### config.mk
export PLATFORM = sky130hd
export DESIGN_NAME = rotation_count_dispense_home_sequencer_flat
export DESIGN_NICKNAME = d
export VERILOG_FILES = /design/src/design/rcdh_pkg.sv /design/src/design/rcdh_if.sv /design/src/design/rcdh_cfg_regs.sv /design/src/design/rcdh_step.sv /design/src/design/rotation_count_dispense_home_sequencer.sv /design/src/flat_wrapper.sv
export SDC_FILE = /design/constraint.sdc
export NUM_CORES = 1
export LEC_CHECK = 0
export ABC_CLOCK_PERIOD_IN_PS = 4650
export BUFFER_PORTS_ARGS = -buffer_cell sky130_fd_sc_hd__clkbuf_2
export CAP_MARGIN = 40
export CELL_PAD_IN_SITES_DETAIL_PLACEMENT = 1
export CELL_PAD_IN_SITES_GLOBAL_PLACEMENT = 1
export CORE_ASPECT_RATIO = 1.75
export CORE_UTILIZATION = 45
export DETAILED_ROUTE_END_ITERATION = 7
export GPL_TIMING_DRIVEN = 0
export PLACE_DENSITY = 0.82
export SYNTH_ARGS = -nofsm -noshare
export SYNTH_HDL_FRONTEND = slang
export SYNTH_SLANG_ARGS = --single-unit
### constraint.sdc
create_clock -name i_clk -period 4.65 [get_ports i_clk]
set_clock_uncertainty 0.1 [all_clocks]
set_input_delay 0.465 -clock i_clk [delete_from_list [all_inputs] [get_ports i_clk]]
set_output_delay 0.465 -clock i_clk [all_outputs]
set_load 0.01 [all_outputs]
### src/design/rcdh_pkg.sv
// ----------------------------------------------------------------------------
// rcdh_pkg
// Shared types, widths and codes of the rotation count sequencer.
// ----------------------------------------------------------------------------
`default_nettype none

package rcdh_pkg;

    // Field and counter widths
    localparam int COUNT_WIDTH = 16;
    localparam int TIMER_WIDTH = 20;
    localparam int SPEED_WIDTH = 8;
    localparam int CMD_WIDTH   = 3;
    localparam int CFG_IDX_W   = 2;
    localparam int CFG_DATA_W  = 20;

    localparam logic [COUNT_WIDTH-1:0] COUNT_MAX = '1;
    localparam logic [TIMER_WIDTH-1:0] TIMER_MAX = '1;

    // Command codes
    localparam logic [CMD_WIDTH-1:0] CMD_TICK     = 3'd0;
    localparam logic [CMD_WIDTH-1:0] CMD_PULSE    = 3'd1;
    localparam logic [CMD_WIDTH-1:0] CMD_DISPENSE = 3'd2;
    localparam logic [CMD_WIDTH-1:0] CMD_HOME     = 3'd3;
    localparam logic [CMD_WIDTH-1:0] CMD_SEEK     = 3'd4;
    localparam logic [CMD_WIDTH-1:0] CMD_CLEAR    = 3'd5;

    // Configuration register indexes
    localparam logic [CFG_IDX_W-1:0] REG_DISPENSE_MAX = 2'd0;
    localparam logic [CFG_IDX_W-1:0] REG_HOME_MAX     = 2'd1;
    localparam logic [CFG_IDX_W-1:0] REG_SEEK_TIMEOUT = 2'd2;

    // Reset values of the configuration registers
    localparam logic [COUNT_WIDTH-1:0] DISPENSE_MAX_RST = 16'd100;
    localparam logic [COUNT_WIDTH-1:0] HOME_MAX_RST     = 16'd1;
    localparam logic [TIMER_WIDTH-1:0] SEEK_TIMEOUT_RST = 20'd10000;

    typedef struct packed {
        logic [CMD_WIDTH-1:0]   command;
        logic [COUNT_WIDTH-1:0] rotations;
        logic [SPEED_WIDTH-1:0] speed;
        logic                   motor_running;
    } t_request;

    typedef struct packed {
        logic [COUNT_WIDTH-1:0] dispense_max;
        logic [COUNT_WIDTH-1:0] home_max;
        logic [TIMER_WIDTH-1:0] seek_timeout;
    } t_config;

    typedef struct packed {
        logic [COUNT_WIDTH-1:0] count;
        logic [COUNT_WIDTH-1:0] target;
        logic                   dispense;
        logic                   home;
        logic                   seek;
        logic                   done;
        logic [TIMER_WIDTH-1:0] elapsed;
        logic                   error;
        logic                   motor;
        logic [SPEED_WIDTH-1:0] speed;
    } t_state;

    typedef struct packed {
        logic                   motor_enable;
        logic [SPEED_WIDTH-1:0] motor_speed;
        logic [COUNT_WIDTH-1:0] rotation_count;
        logic                   dispense_active;
        logic                   home_active;
        logic                   seek_active;
        logic                   home_done;
        logic                   error_code;
        logic                   start_rejected;
    } t_result;

endpackage

`default_nettype wire

### src/design/rcdh_if.sv
// ----------------------------------------------------------------------------
// rcdh_if
// Request, result and configuration channels of the sequencer.
// ----------------------------------------------------------------------------
`default_nettype none

interface rcdh_req_if import rcdh_pkg::*; ();
    logic                   valid;
    logic                   ready;
    logic [CMD_WIDTH-1:0]   command;
    logic [COUNT_WIDTH-1:0] rotations;
    logic [SPEED_WIDTH-1:0] speed;
    logic                   motor_running;

    modport source (output valid, command, rotations, speed, motor_running, input ready);
    modport sink   (input valid, command, rotations, speed, motor_running, output ready);
endinterface

interface rcdh_rsp_if import rcdh_pkg::*; ();
    logic                   valid;
    logic                   ready;
    logic                   motor_enable;
    logic [SPEED_WIDTH-1:0] motor_speed;
    logic [COUNT_WIDTH-1:0] rotation_count;
    logic                   dispense_active;
    logic                   home_active;
    logic                   seek_active;
    logic                   home_done;
    logic                   error_code;
    logic                   start_rejected;

    modport source (output valid, motor_enable, motor_speed, rotation_count,
                    dispense_active, home_active, seek_active, home_done,
                    error_code, start_rejected, input ready);
    modport sink   (input valid, motor_enable, motor_speed, rotation_count,
                    dispense_active, home_active, seek_active, home_done,
                    error_code, start_rejected, output ready);
endinterface

interface rcdh_cfg_if import rcdh_pkg::*; ();
    logic                  valid;
    logic                  ready;
    logic [CFG_IDX_W-1:0]  index;
    logic [CFG_DATA_W-1:0] data;

    modport source (output valid, index, data, input ready);
    modport sink   (input valid, index, data, output ready);
endinterface

`default_nettype wire

### src/design/rcdh_cfg_regs.sv
// ----------------------------------------------------------------------------
// rcdh_cfg_regs
// Configuration registers: limits and seek timeout, written by index.
// ----------------------------------------------------------------------------
`default_nettype none

module rcdh_cfg_regs import rcdh_pkg::*; (
    input  wire logic  i_clk,
    input  wire logic  i_rst_n,
    rcdh_cfg_if.sink   i_cfg,
    output t_config    o_config
);

    t_config r_config;

    // Always take writes; unknown indexes are dropped
    assign i_cfg.ready = 1'b1;
    assign o_config    = r_config;

    always_ff @(posedge i_clk) begin
        if (!i_rst_n) begin
            r_config.dispense_max <= DISPENSE_MAX_RST;
            r_config.home_max     <= HOME_MAX_RST;
            r_config.seek_timeout <= SEEK_TIMEOUT_RST;
        end else if (i_cfg.valid) begin
            case (i_cfg.index)
                REG_DISPENSE_MAX: begin
                    r_config.dispense_max <= i_cfg.data[COUNT_WIDTH-1:0];
                end
                REG_HOME_MAX: begin
                    r_config.home_max <= i_cfg.data[COUNT_WIDTH-1:0];
                end
                REG_SEEK_TIMEOUT: begin
                    r_config.seek_timeout <= i_cfg.data[TIMER_WIDTH-1:0];
                end
                default: begin
                end
            endcase
        end
    end

endmodule

`default_nettype wire

### src/design/rcdh_step.sv
// ----------------------------------------------------------------------------
// rcdh_step
// Next-state logic for one request: start checks, pulse priority, tick
// safety checks and seek timeout.
// ----------------------------------------------------------------------------
`default_nettype none

module rcdh_step import rcdh_pkg::*; (
    input  wire t_request i_req,
    input  wire t_config  i_config,
    input  wire t_state   i_state,
    output t_state        o_state,
    output logic          o_rejected
);

    always_comb begin
        t_state                 s;
        logic                   start_ok;
        logic [COUNT_WIDTH-1:0] cnt_inc;
        logic [TIMER_WIDTH-1:0] el_inc;

        s        = i_state;
        start_ok = (i_req.rotations != '0) && (i_req.rotations <= i_config.dispense_max);
        cnt_inc  = (i_state.count != COUNT_MAX) ? i_state.count + 1'b1 : i_state.count;
        el_inc   = (i_state.elapsed != TIMER_MAX) ? i_state.elapsed + 1'b1
                                                  : i_state.elapsed;
        o_rejected = 1'b0;

        case (i_req.command)
            CMD_TICK: begin
                // End runs that already reached their limit
                if (i_state.dispense && (i_state.count >= i_state.target)) begin
                    s.motor    = 1'b0;
                    s.dispense = 1'b0;
                end
                if (i_state.home && (i_state.count >= i_config.home_max)) begin
                    s.motor = 1'b0;
                    s.home  = 1'b0;
                    s.done  = 1'b1;
                end
                // Advance seek timer, fail on timeout or lost feedback
                if (i_state.seek) begin
                    s.elapsed = el_inc;
                    if (el_inc > i_config.seek_timeout) begin
                        s.motor = 1'b0;
                        s.seek  = 1'b0;
                        s.done  = 1'b0;
                        s.error = 1'b1;
                    end else if (!i_req.motor_running) begin
                        s.seek = 1'b0;
                        s.done = 1'b0;
                    end
                end
                // Drop runs whose motor stopped turning
                if ((s.dispense || s.home) && !i_req.motor_running) begin
                    s.dispense = 1'b0;
                    s.home     = 1'b0;
                end
            end
            CMD_PULSE: begin
                s.count = cnt_inc;
                if (i_state.seek) begin
                    s.motor = 1'b0;
                    s.seek  = 1'b0;
                    s.done  = 1'b1;
                end else if (i_state.home && (cnt_inc >= i_config.home_max)) begin
                    s.motor = 1'b0;
                    s.home  = 1'b0;
                    s.done  = 1'b1;
                end else if ((cnt_inc >= i_state.target) && i_state.dispense) begin
                    s.motor    = 1'b0;
                    s.dispense = 1'b0;
                end
            end
            CMD_DISPENSE: begin
                if (!start_ok) begin
                    o_rejected = 1'b1;
                end else begin
                    s.count    = '0;
                    s.target   = i_req.rotations;
                    s.dispense = 1'b1;
                    s.motor    = 1'b1;
                    s.speed    = i_req.speed;
                end
            end
            CMD_HOME: begin
                if (!start_ok) begin
                    o_rejected = 1'b1;
                end else begin
                    s.count    = '0;
                    s.target   = i_req.rotations;
                    s.dispense = 1'b0;
                    s.home     = 1'b1;
                    s.done     = 1'b0;
                    s.motor    = 1'b1;
                    s.speed    = i_req.speed;
                end
            end
            CMD_SEEK: begin
                s.dispense = 1'b0;
                s.home     = 1'b0;
                s.seek     = 1'b1;
                s.done     = 1'b0;
                s.error    = 1'b0;
                s.count    = '0;
                s.elapsed  = '0;
                s.motor    = 1'b1;
                s.speed    = i_req.speed;
            end
            CMD_CLEAR: begin
                s.error = 1'b0;
            end
            default: begin
            end
        endcase

        o_state = s;
    end

endmodule

`default_nettype wire

### src/design/rotation_count_dispense_home_sequencer.sv
// ----------------------------------------------------------------------------
// rotation_count_dispense_home_sequencer
// Motor run sequencer counting one sensor pulse per revolution, with
// dispense, home and home-seek jobs and a millisecond tick for timeouts.
// ----------------------------------------------------------------------------
//  channel   dir  handshake      contents
//  i_req     in   valid/ready    command, rotations, speed, motor_running
//  o_rsp     out  valid/ready    motor and job status after the request
//  i_cfg     in   valid/ready    register index, write data (always ready)
//
//  One request a cycle unless the result stalls. A request is held in the
//  input register, then updates the job state and loads the result register.
//  A stalled result holds; the input register still takes a request while
//  the result register is free or being drained.
//  Reset (i_rst_n low, synchronous) clears the job state and both stages.
// ----------------------------------------------------------------------------
`default_nettype none

module rotation_count_dispense_home_sequencer import rcdh_pkg::*; (
    input  wire logic  i_clk,
    input  wire logic  i_rst_n,
    rcdh_req_if.sink   i_req,
    rcdh_rsp_if.source o_rsp,
    rcdh_cfg_if.sink   i_cfg
);

    t_config  w_config;
    t_request r_in;
    logic     r_in_v;
    t_state   r_state;
    t_state   n_state;
    logic     w_rejected;
    t_result  r_out;
    logic     r_out_v;
    logic     w_adv;
    logic     w_in_ready;

    rcdh_cfg_regs u_cfg (
        .i_clk    (i_clk),
        .i_rst_n  (i_rst_n),
        .i_cfg    (i_cfg),
        .o_config (w_config)
    );

    rcdh_step u_step (
        .i_req      (r_in),
        .i_config   (w_config),
        .i_state    (r_state),
        .o_state    (n_state),
        .o_rejected (w_rejected)
    );

    // Advance when a request waits and the result register can take it
    assign w_adv      = r_in_v && (!r_out_v || o_rsp.ready);
    assign w_in_ready = !r_in_v || w_adv;
    assign i_req.ready = w_in_ready;

    // Input register
    always_ff @(posedge i_clk) begin
        if (!i_rst_n) begin
            r_in_v <= 1'b0;
        end else if (w_in_ready) begin
            r_in_v <= i_req.valid;
        end
    end

    always_ff @(posedge i_clk) begin
        if (w_in_ready && i_req.valid) begin
            r_in.command       <= i_req.command;
            r_in.rotations     <= i_req.rotations;
            r_in.speed         <= i_req.speed;
            r_in.motor_running <= i_req.motor_running;
        end
    end

    // Job state
    always_ff @(posedge i_clk) begin
        if (!i_rst_n) begin
            r_state <= '0;
        end else if (w_adv) begin
            r_state <= n_state;
        end
    end

    // Result register
    always_ff @(posedge i_clk) begin
        if (!i_rst_n) begin
            r_out_v <= 1'b0;
        end else if (w_adv) begin
            r_out_v <= 1'b1;
        end else if (o_rsp.ready) begin
            r_out_v <= 1'b0;
        end
    end

    always_ff @(posedge i_clk) begin
        if (w_adv) begin
            r_out.motor_enable    <= n_state.motor;
            r_out.motor_speed     <= n_state.speed;
            r_out.rotation_count  <= n_state.count;
            r_out.dispense_active <= n_state.dispense;
            r_out.home_active     <= n_state.home;
            r_out.seek_active     <= n_state.seek;
            r_out.home_done       <= n_state.done;
            r_out.error_code      <= n_state.error;
            r_out.start_rejected  <= w_rejected;
        end
    end

    assign o_rsp.valid           = r_out_v;
    assign o_rsp.motor_enable    = r_out.motor_enable;
    assign o_rsp.motor_speed     = r_out.motor_speed;
    assign o_rsp.rotation_count  = r_out.rotation_count;
    assign o_rsp.dispense_active = r_out.dispense_active;
    assign o_rsp.home_active     = r_out.home_active;
    assign o_rsp.seek_active     = r_out.seek_active;
    assign o_rsp.home_done       = r_out.home_done;
    assign o_rsp.error_code      = r_out.error_code;
    assign o_rsp.start_rejected  = r_out.start_rejected;

`ifndef NO_ASSERTIONS
    // Job state moves only with a request
    a_state_hold: assert property (@(posedge i_clk) disable iff (!i_rst_n)
        ($past(i_rst_n) && !$past(w_adv)) |-> $stable(r_state))
        else $error("job state changed without a request");

    // An empty result register never blocks the input side
    a_ready_free: assert property (@(posedge i_clk) disable iff (!i_rst_n)
        !r_out_v |-> w_in_ready)
        else $error("input stalled while result register empty");

    // A seek timeout error is raised only by a tick
    a_error_tick: assert property (@(posedge i_clk) disable iff (!i_rst_n)
        ($past(i_rst_n) && $rose(r_state.error)) |->
            ($past(w_adv) && ($past(r_in.command) == CMD_TICK)))
        else $error("error raised by a request other than a tick");
`endif

endmodule

`default_nettype wire
### src/flat_wrapper.sv
// flat-port wrapper written by rule: the top's interface ports become plain ports
module rotation_count_dispense_home_sequencer_flat import rcdh_pkg::*;
  (i_clk, i_rst_n, i_req_valid, i_req_command, i_req_rotations, i_req_speed, i_req_motor_running, i_req_ready, o_rsp_valid, o_rsp_motor_enable, o_rsp_motor_speed, o_rsp_rotation_count, o_rsp_dispense_active, o_rsp_home_active, o_rsp_seek_active, o_rsp_home_done, o_rsp_error_code, o_rsp_start_rejected, o_rsp_ready, i_cfg_valid, i_cfg_index, i_cfg_data, i_cfg_ready);
  rcdh_req_if i_req_i ();
  rcdh_rsp_if o_rsp_i ();
  rcdh_cfg_if i_cfg_i ();
  input  wire logic i_clk;
  input  wire logic i_rst_n;
  input wire logic [$bits(i_req_i.valid)-1:0] i_req_valid;
  input wire logic [$bits(i_req_i.command)-1:0] i_req_command;
  input wire logic [$bits(i_req_i.rotations)-1:0] i_req_rotations;
  input wire logic [$bits(i_req_i.speed)-1:0] i_req_speed;
  input wire logic [$bits(i_req_i.motor_running)-1:0] i_req_motor_running;
  output wire logic [$bits(i_req_i.ready)-1:0] i_req_ready;
  output wire logic [$bits(o_rsp_i.valid)-1:0] o_rsp_valid;
  output wire logic [$bits(o_rsp_i.motor_enable)-1:0] o_rsp_motor_enable;
  output wire logic [$bits(o_rsp_i.motor_speed)-1:0] o_rsp_motor_speed;
  output wire logic [$bits(o_rsp_i.rotation_count)-1:0] o_rsp_rotation_count;
  output wire logic [$bits(o_rsp_i.dispense_active)-1:0] o_rsp_dispense_active;
  output wire logic [$bits(o_rsp_i.home_active)-1:0] o_rsp_home_active;
  output wire logic [$bits(o_rsp_i.seek_active)-1:0] o_rsp_seek_active;
  output wire logic [$bits(o_rsp_i.home_done)-1:0] o_rsp_home_done;
  output wire logic [$bits(o_rsp_i.error_code)-1:0] o_rsp_error_code;
  output wire logic [$bits(o_rsp_i.start_rejected)-1:0] o_rsp_start_rejected;
  input wire logic [$bits(o_rsp_i.ready)-1:0] o_rsp_ready;
  input wire logic [$bits(i_cfg_i.valid)-1:0] i_cfg_valid;
  input wire logic [$bits(i_cfg_i.index)-1:0] i_cfg_index;
  input wire logic [$bits(i_cfg_i.data)-1:0] i_cfg_data;
  output wire logic [$bits(i_cfg_i.ready)-1:0] i_cfg_ready;
  assign i_req_i.valid = i_req_valid;
  assign i_req_i.command = i_req_command;
  assign i_req_i.rotations = i_req_rotations;
  assign i_req_i.speed = i_req_speed;
  assign i_req_i.motor_running = i_req_motor_running;
  assign i_req_ready = i_req_i.ready;
  assign o_rsp_valid = o_rsp_i.valid;
  assign o_rsp_motor_enable = o_rsp_i.motor_enable;
  assign o_rsp_motor_speed = o_rsp_i.motor_speed;
  assign o_rsp_rotation_count = o_rsp_i.rotation_count;
  assign o_rsp_dispense_active = o_rsp_i.dispense_active;
  assign o_rsp_home_active = o_rsp_i.home_active;
  assign o_rsp_seek_active = o_rsp_i.seek_active;
  assign o_rsp_home_done = o_rsp_i.home_done;
  assign o_rsp_error_code = o_rsp_i.error_code;
  assign o_rsp_start_rejected = o_rsp_i.start_rejected;
  assign o_rsp_i.ready = o_rsp_ready;
  assign i_cfg_i.valid = i_cfg_valid;
  assign i_cfg_i.index = i_cfg_index;
  assign i_cfg_i.data = i_cfg_data;
  assign i_cfg_ready = i_cfg_i.ready;
  rotation_count_dispense_home_sequencer u_core (.i_clk(i_clk), .i_rst_n(i_rst_n), .i_req(i_req_i), .o_rsp(o_rsp_i), .i_cfg(i_cfg_i));
endmodule
# --- Word level (Yosys, flattened, before mapping) ---
# Cells that the tools add are included.
word_totals:
  register_bits: 179
  in_bits: 55
  out_inout_bits: 34
  word_cells: 115
op_classes:
  n_addsub: 2
  magnitude_cmp: 6
  n_eq_ne: 12
  muxes: 40
  reduce_logical: 27
ops:
  columns: ["operator", "n"]
  rows:
  - [">= comparator 16 bit", 4]
  - ["case mux 16 bit (4 select lines)", 1]
  - ["case mux 20 bit (2 select lines)", 1]
  - ["2-to-1 mux 34 bit", 1]
  - ["2-to-1 mux 33 bit", 1]
  - ["case mux 16 bit (2 select lines)", 1]
  - ["2-to-1 mux 24 bit", 1]
  - ["adder 20 x 1 -> 20 bit (second input constant)", 1]
  - ["> comparator 20 bit", 1]
  - ["2-to-1 mux 20 bit", 1]
  - ["!= test 20 bit (second input constant)", 1]
  - ["2-to-1 mux 1 bit", 19]
  - ["adder 16 x 1 -> 16 bit (second input constant)", 1]
  - ["less-or-equal comparator 16 bit", 1]
  - ["2-to-1 mux 16 bit", 1]
  - ["!= test 16 bit (second input constant)", 1]
  - ["case mux 8 bit (2 select lines)", 1]
  - ["nonzero test 16 bit", 1]
  - ["case mux 1 bit (4 select lines)", 3]
  - ["2-to-1 mux 2 bit", 5]
  - ["2-to-1 mux 9 bit", 1]
  - ["logical AND 1 bit", 8]
  - ["equality test 3 x 2 -> 1 bit (second input constant)", 2]
  - ["equality test 3 bit (second input constant)", 2]
  - ["other kinds (17)", 27]

# --- Longest topological paths before layout ---
# Gate-level depths: netlist (run 1).
depth:
  word_depth: 8
  depth_mapped: 16
  ltp_nobuf: 15

# --- By module ---
# A second synthesis (run 1) with hierarchy kept.
unflattened:
  hier_cells: 1229
  area_unflattened_um2: 11018.1
modules_own_cells:
  columns: ["module", "instances", "cells_each", "area_per_inst_um2", "seq_area_each_um2"]
  rows:
  - ["rotation_count_dispense_home_sequencer", 1, 355, 4511.8, 3133.0]
  - ["rcdh_step", 1, 666, 4420.5, 0.0]
  - ["rcdh_cfg_regs", 1, 208, 2085.8, 1041.0]

# --- Worst setup path after synthesis (run 1) ---
# OpenSTA, ideal clock, no wires.
synth_path:
  kind: "flip-flop to flip-flop"
  from: "register u_core.r_state[53] (netlist bit)"
  to: "register, netlist name u_core.o_rsp.home_done"
  setup_ps: 262
  t_arrival_ps: 3531
  required_ps: 4288
  slack_ps: 757
  path_stages_with_launch: 17
  n_path_buf: 3
  period_less_slack_ps: 3893
  cell_sequence: "dfxtp_1 > clkbuf_1 > and4_1 > clkbuf_1 > nand4_1 > or3_1 > clkbuf_1 > nand3_1 > o21a_1 > ha_1 > and4_1 > a21o_1 > a221o_1 > a221o_1 > nand2_1 > a21bo_2 > nand2_1"
synth_lines:
  columns: ["element", "line", "text"]
  rows:
  - ["from (decl)", "rotation_count_dispense_home_sequencer.sv:30", "t_state r_state;"]
  - ["from (signal assigned)", "rotation_count_dispense_home_sequencer.sv:81", "r_state <= n_state;"]

==> impl_metrics.tcl, run 1 <==
set metrics [dict create \
    ctsHoldBuffers 0 \
    final-hold-violation-count 0 \
    port-buffer-count 86 \
    fmax_ghz 0.2246 \
    utilization_pct 52.85 \
    leakagePower_uw 0.004698 \
    cap_violations 0 \
    fill_cells 2679 \
    rows 72 \
    cts.path.max_buffers 2 \
    rsz0062_at_grt "no" \
    synth_top_family_by_area "simple AND/OR/NAND/NOR gates" \
    grt_max_degree 37 \
    yosys-top-cells-area "dfxtp_1 24%, edfxtp_1 18%, ha_1 13%" \
    ant_nets 0 \
    fin_crit_ns 4.453 \
    critPathRequiredTime_ns 4.83 \
    start_util_pct 45.69 \
    drc 0 \
    synth_compound_area_share_pct 16.50 \
    synth_top_area_cell "dfxtp_1" \
    vdd_ir_drop_max_v 0.0002616 \
    grt_pass1_vias 9742 \
    grt_usage_pct 29.93 \
    synth_xor_area_share_pct 2.171 \
    cts_buffers 17 \
    status "completed" \
    path_clk_slew_ns 0.07 \
    worstMarginPinSlew_ns 0.9319 \
    fp.dieArea_um2 23030 \
    layout_commonest_cell "nand2_1" \
    rr_worst_depth 15 \
    max_slew_margin_pct 37.87 \
    syn_nets 1302 \
    cts.sinks 179 \
    cpMaxStageDelayCell "or3_1" \
    firstDrtPassIters 5 \
    synth-edff-count 59 \
    path_depth 15 \
    wl_um 32770 \
    routedWlPerCell_um 20.99 \
    critical_path.top_delay_family "compound AO/OA/AOI/OAI gates" \
    fin_area_um2 11660 \
    async_flop_share_pct 0 \
    cts.htree.levels 4 \
    p_int_uw 2731 \
    power.share.clock_pct 43.5 \
    crit_chain "clkbuf_2 -> and4_1 -> nand4_1 -> or3_1 -> clkbuf_2 -> nand3_1 -> o21a_2 -> ha_1 -> and4_1 -> a21o_1 -> a221o_1 -> a221o_1 -> nand2_1 -> a32oi_1 -> o21ai_0" \
    most-common-layout-cells "178 x nand2_1, 119 x dfxtp_1, 110 x a21oi_1, 102 x ha_1, 92 x clkbuf_2" \
    setup_tns_ns 0 \
    grt_pass1_wl_um 50510 \
    fin_total_pwr_uw 3639 \
    placed_cell_area_um2 10910 \
    ys_seq_elements 179 \
    path_class "register to register" \
    slowest_delay_ns 0.44 \
    cts_tree "built" \
    vias 9080 \
    critPathLaunch "u_core.r_state[54]$_SDFFE_PN0P_" \
    synthAdderAreaFrac_pct 12.66 \
    swShare_pct 24.96 \
    synthFlopType "dfxtp_1" \
    synthSimpleGateAreaFrac_pct 18.38 \
    syn-instance-count 1145 \
    clk_latency_ns 0.46 \
    core_area_um2 22070 \
    finalWeightedCongestion 0.8986 \
    die_w_um 115.2 \
    drv_slew 0 \
    fin_crit_sh_pct 95.76 \
    crit_fanout 10 \
    synth_cell_types 66 \
    combinationalPowerShare_pct 9.6 \
    hold_path_class "input port to register" \
    end_kind "register" \
    seqPwrFrac_pct 46.9 \
    vias_per_cell 5.817 \
    power_density_nw_per_um2 312.0 \
    cp-start-kind "register" \
    syn-cell-area_um2 10080 \
    dr.first_iter.drc_count 387 \
    seq_area_frac_synth_pct 41.39 \
    avgSynthCellArea_um2 8.806 \
    setup_viol 0 \
    p_switching_uw 908.6 \
    crit_buf_inv 2 \
    clock-root-buffer "clkbuf_16" \
    reg2reg_to "u_core.o_rsp.motor_enable$_DFFE_PP_" \
    drive_gt1_share_pct 13.12 \
    holdWs_ns 0.07475 \
    dp_hpwl_um 25530 \
    area_growth_pct 15.68 \
    antenna_cells 0 \
    grt_overflow 0 \
    crit_end "u_core.o_rsp.motor_enable$_DFFE_PP_" \
    final_nets 1409 \
    synthMuxAreaShare_pct 3.809 \
    regToRegSetupSlack_ns 0.20 \
    synth_top_area_share_pct 23.82 \
    die_height_um 200.0 \
    r2r_start "u_core.r_state[54]$_SDFFE_PN0P_" \
    io_pins 89 \
    worst-endpoint-arrival_ns 4.63 \
    yosysWarnings 0 \
    antenna_found_initial 0 \
]
## worst min-delay path by stage
stage                                            from                                      to  slack, ns  depth (start not counted)
2_1_floorplan          u_core.r_state[0]$_SDFFE_PN0P_          u_core.r_state[0]$_SDFFE_PN0P_       0.33                          2
3_3_place_gp           u_core.r_state[6]$_SDFFE_PN0P_          u_core.r_state[6]$_SDFFE_PN0P_       0.34                          2
3_5_place_dp   u_core.u_cfg.o_config[17]$_SDFFE_PN0P_  u_core.u_cfg.o_config[17]$_SDFFE_PN0P_       0.35                          2
4_1_cts                           i_req_motor_running                u_core.r_in[0]$_DFFE_PP_       0.06                          1
5_1_grt                           i_req_motor_running                u_core.r_in[0]$_DFFE_PP_       0.06                          1
6_report                          i_req_motor_running                u_core.r_in[0]$_DFFE_PP_       0.07                          1
## metal layers
layer / part of all wire [%] / vias up / track usage (%)
met5: 0 / - / 0
met4: 8.6 / 0 / 26.55
li1: - / 4294 / -
met1: 34 / 4444 / 26.68
met3: 2.8 / 130 / 4.861
met2: 55 / 212 / 56.80
## repair_timing
| action | 4_1_cts | 5_1_grt |
|---|---|---|
| resized for setup | 8 | 15 |
| setup endpoints to repair | 4 | 11 |
| pin swaps | 0 | 2 |
| setup buffers | 0 | 2 |
## power groups by stage
stage	Sequential, uW	Clock, uW	Combinational, uW
after floorplan	1730	0	197
after global placement	1740	0	326
after detailed placement	1740	0	343
after CTS	1710	1600	348
after global routing	1710	1660	381
final	1710	1580	349
## cell usage after synthesis, types with 7 or more instances
cell        n
a211oi_1    7
a21o_1     10
a21oi_1   111
a22oi_1     8
a31oi_1    11
and2_1      8
and3_1      9
and4_1      9
clkbuf_1   45
dfxtp_1   120
edfxtp_1   59
ha_1      102
inv_1      79
mux2_2     11
mux2i_1    26
nand2_1   178
nand2b_1   10
nand3_1    37
nand4_1    19
nor2_1     75
nor2b_1     7
nor3_1     21
nor4_1     10
o211ai_1   13
o21ai_0    49
xnor2_1    14
xor2_1     11
## registers in the layout, summed over array words and instances (netlist names)
| name | flops |
|---|---|
| u_core.r_state | 66 |
| u_core.u_cfg.o_config | 52 |
| u_core.r_in | 28 |
| u_core.o_rsp.rotation_count | 16 |
| u_core.o_rsp.motor_speed | 8 |
| u_core.o_rsp.dispense_active | 1 |
| u_core.o_rsp.error_code | 1 |
| u_core.o_rsp.home_active | 1 |
| u_core.o_rsp.home_done | 1 |
| u_core.o_rsp.motor_enable | 1 |
| u_core.o_rsp.seek_active | 1 |
| u_core.o_rsp.start_rejected | 1 |
| u_core.o_rsp.valid | 1 |
| u_core.r_in_v | 1 |
## area by class of cell
class | instances | area, um2 | share of cell area (%)
inverters | 81 | 304.0 | 2.606
flip-flops and latches | 179 | 4175 | 35.79
well taps | 296 | 370.4 | 3.175
multi-input cells | 834 | 5487 | 47.03
clock inverters | 8 | 107.6 | 0.9225
repair buffers | 90 | 470.5 | 4.033
clock buffers | 24 | 546.8 | 4.687
plain buffers | 49 | 203.9 | 1.748
## through the flow
step,instances,setup slack [ns]
final,1561,0.1973
after global routing,1561,0.01957
after global placement,1527,-0.09451
after floorplan,1145,0.7568
after detailed placement,1529,-0.1512
after CTS,1561,-0.01012
## logic make-up (layout without fill, tap and decap cells)
kind of cell	Yosys count	count (layout)
AOI/OAI and AO/OA	266	266
other	1	1
adders and majority gates	102	102
buffers and inverters	132	252
xor gates and xnor gates	25	25
DFF	179	179
and+or+nand+nor	403	403
muxes	37	37
(Power assumes the default switching activity.)
==> run 2, diff against run 1 <==
--- a/config.mk
+++ b/config.mk
@@ -10,7 +10,8 @@
 export CAP_MARGIN = 40
 export CELL_PAD_IN_SITES_DETAIL_PLACEMENT = 1
 export CELL_PAD_IN_SITES_GLOBAL_PLACEMENT = 1
-export CORE_ASPECT_RATIO = 1.75
+export CORE_ASPECT_RATIO = 1.25
+export CORE_MARGIN = 1
 export CORE_UTILIZATION = 45
 export DETAILED_ROUTE_END_ITERATION = 7
 export GPL_TIMING_DRIVEN = 0
==> run 2 against run 1 <==
Utilization increased by 0.50 points. Clock-buffer cell count decreased by 7. First-iteration DRC count increased by 18%. Worst hold slack improved by 0.012 ns. Clock power decreased by 4%. Global-route usage decreased by 1.5 points. Combinational power about the same. Non-clock buffer count increased by 1. Fmax about the same. Sequential share of layout area increased by 0.14 points. Largest power group unchanged.
==> impl_metrics.tcl, run 2 (synthesis gave the netlist of run 1 again) <==
set metrics [dict create \
    status "completed" \
    wl_um 31340 \
    whs_endpoint "u_core.r_in[7]$_DFFE_PP_" \
    die_height_um 169.4 \
    reg2reg_to "u_core.o_rsp.home_done$_DFFE_PP_" \
    layout_setup_ws_ns 0.1954 \
    regToRegSetupSlack_ns 0.20 \
    grt_pass1_vias 9410 \
    crit_fanout 9 \
    vdd_ir_drop_max_v 0.0002631 \
    cts.sinks 179 \
    area_growth_pct 15.19 \
    vias_per_cell 5.864 \
    clock-root-buffer "clkbuf_16" \
    ant_nets 0 \
    holdWs_ns 0.08724 \
    max_slew_margin_pct 40.46 \
    ctsHoldBuffers 0 \
    cp-start-kind "register" \
    fin_crit_sh_pct 95.80 \
    rr_worst_depth 14 \
    crit_chain "clkbuf_2 -> and4_2 -> and3_1 -> a21oi_1 -> nand3_1 -> xnor2_1 -> ha_1 -> and4_1 -> a21o_1 -> a221o_1 -> a221o_1 -> nand2_1 -> a21bo_2 -> nand2_1" \
    final_nets 1410 \
    antenna_cells 0 \
    worst-endpoint-arrival_ns 4.52 \
    path_depth 14 \
    drive_gt1_share_pct 12.72 \
    antenna_found_initial 0 \
    clk_latency_ns 0.45 \
    start_util_pct 46.32 \
    path_class "register to register" \
    drv_slew 0 \
    vias 9060 \
    drc 0 \
    port-buffer-count 86 \
    cts_tree "built" \
    instances_no_fill 1545 \
    core_area_um2 21770 \
    leakagePower_uw 0.004669 \
    cts.htree.levels 4 \
    cts.path.max_buffers 2 \
    dpl_worst_slack_ns -0.2350 \
    critPathRequiredTime_ns 4.72 \
    path_clk_slew_ns 0.08 \
    cap_violations 0 \
    most-common-layout-cells "178 x nand2_1, 120 x dfxtp_1, 111 x a21oi_1, 102 x ha_1, 89 x clkbuf_2" \
    grt_usage_pct 28.45 \
    crit_buf_inv 1 \
    layout_commonest_cell "nand2_1" \
    final-hold-violation-count 0 \
    cpMaxStageDelayCell "a21oi_1" \
    placed_cells 1513 \
    critical_path.top_delay_family "compound AO/OA/AOI/OAI gates" \
    slowest_delay_ns 0.58 \
    end_kind "register" \
    largest_reg_flops 66 \
    fill_cells 2615 \
    dr.first_iter.drc_count 456 \
    cts_buffers 17 \
    grt_overflow 0 \
    finalWeightedCongestion 0.9022 \
    fmax_ghz 0.2245 \
    fp.dieArea_um2 23010 \
    hold_path_class "input port to register" \
    utilization_pct 53.35 \
    rows 60 \
    holdPathStages 1 \
    grt_max_degree 26 \
    rsz0062_at_grt "no" \
    r2r_start "u_core.r_state[54]$_SDFFE_PN0P_" \
    io_pins 89 \
    dp_hpwl_um 24390 \
    routedWlPerCell_um 20.28 \
    die_w_um 135.9 \
    power_density_nw_per_um2 307.4 \
    firstDrtPassIters 5 \
    setup_tns_ns 0 \
    grt_pass1_wl_um 49470 \
    setup_viol 0 \
    fin_crit_ns 4.455 \
    min_from "i_req_speed[6]" \
    worstMarginPinSlew_ns 0.8705 \
    regMostFlops "u_core.r_state" \
]
run 2: stage by stage:
stage               power, uW  cell area (um2)
detailed placement       2081            10910
floorplan                1932            10080
global placement         2061            10860
CTS                      3590            11540
global route             3683            11610
finish                   3571            11610
run 2: layer usage:
| layer | part of all wire, % | global-route usage, % | vias up |
|---|---|---|---|
| met5 | 0 | 0 | - |
| met4 | 4.8 | 15.46 | 0 |
| met3 | 3.8 | 4.271 | 88 |
| met2 | 52 | 51.60 | 227 |
| met1 | 39 | 31.54 | 4440 |
| li1 | - | - | 4305 |
run 2: repair_timing:
item	in CTS	in global routing
pin swaps	0	1
buffers inserted	0	1
endpoints found under the setup margin	5	10
gates cloned	0	0
resized for setup	4	16
run 2: area by class of cell:
| cell class | count | area, um2 | area share, % |
|---|---|---|---|
| Clock buffer | 17 | 425.4 | 3.663 |
| Sequential cell | 179 | 4174 | 35.94 |
| Multi-Input combinational cell | 834 | 5473 | 47.12 |
| Timing Repair Buffer | 90 | 488.0 | 4.201 |
| Clock inverter | 15 | 193.9 | 1.670 |
| Buffer | 50 | 207.7 | 1.788 |
| Tap cell | 279 | 349.1 | 3.005 |
| Inverter | 81 | 304.0 | 2.618 |
run 2: how the worst max path moves through the flow:
stage	from	endpoint
finish	u_core.r_state[54]$_SDFFE_PN0P_	u_core.o_rsp.home_done$_DFFE_PP_
global route	u_core.r_state[52]$_SDFFE_PN0P_	u_core.o_rsp.dispense_active$_DFFE_PP_
CTS	u_core.r_state[53]$_SDFFE_PN0P_	u_core.o_rsp.home_done$_DFFE_PP_
detailed placement	u_core.r_state[53]$_SDFFE_PN0P_	u_core.o_rsp.dispense_active$_DFFE_PP_
global placement	u_core.r_state[53]$_SDFFE_PN0P_	u_core.o_rsp.dispense_active$_DFFE_PP_
floorplan	u_core.r_state[53]$_SDFFE_PN0P_	u_core.o_rsp.home_done$_DFFE_PP_
run 2: power by group:
part | switching, uW | internal, uW
Combinational | 225 | 124
Sequential | 34.2 | 1670
Clock | 699 | 818
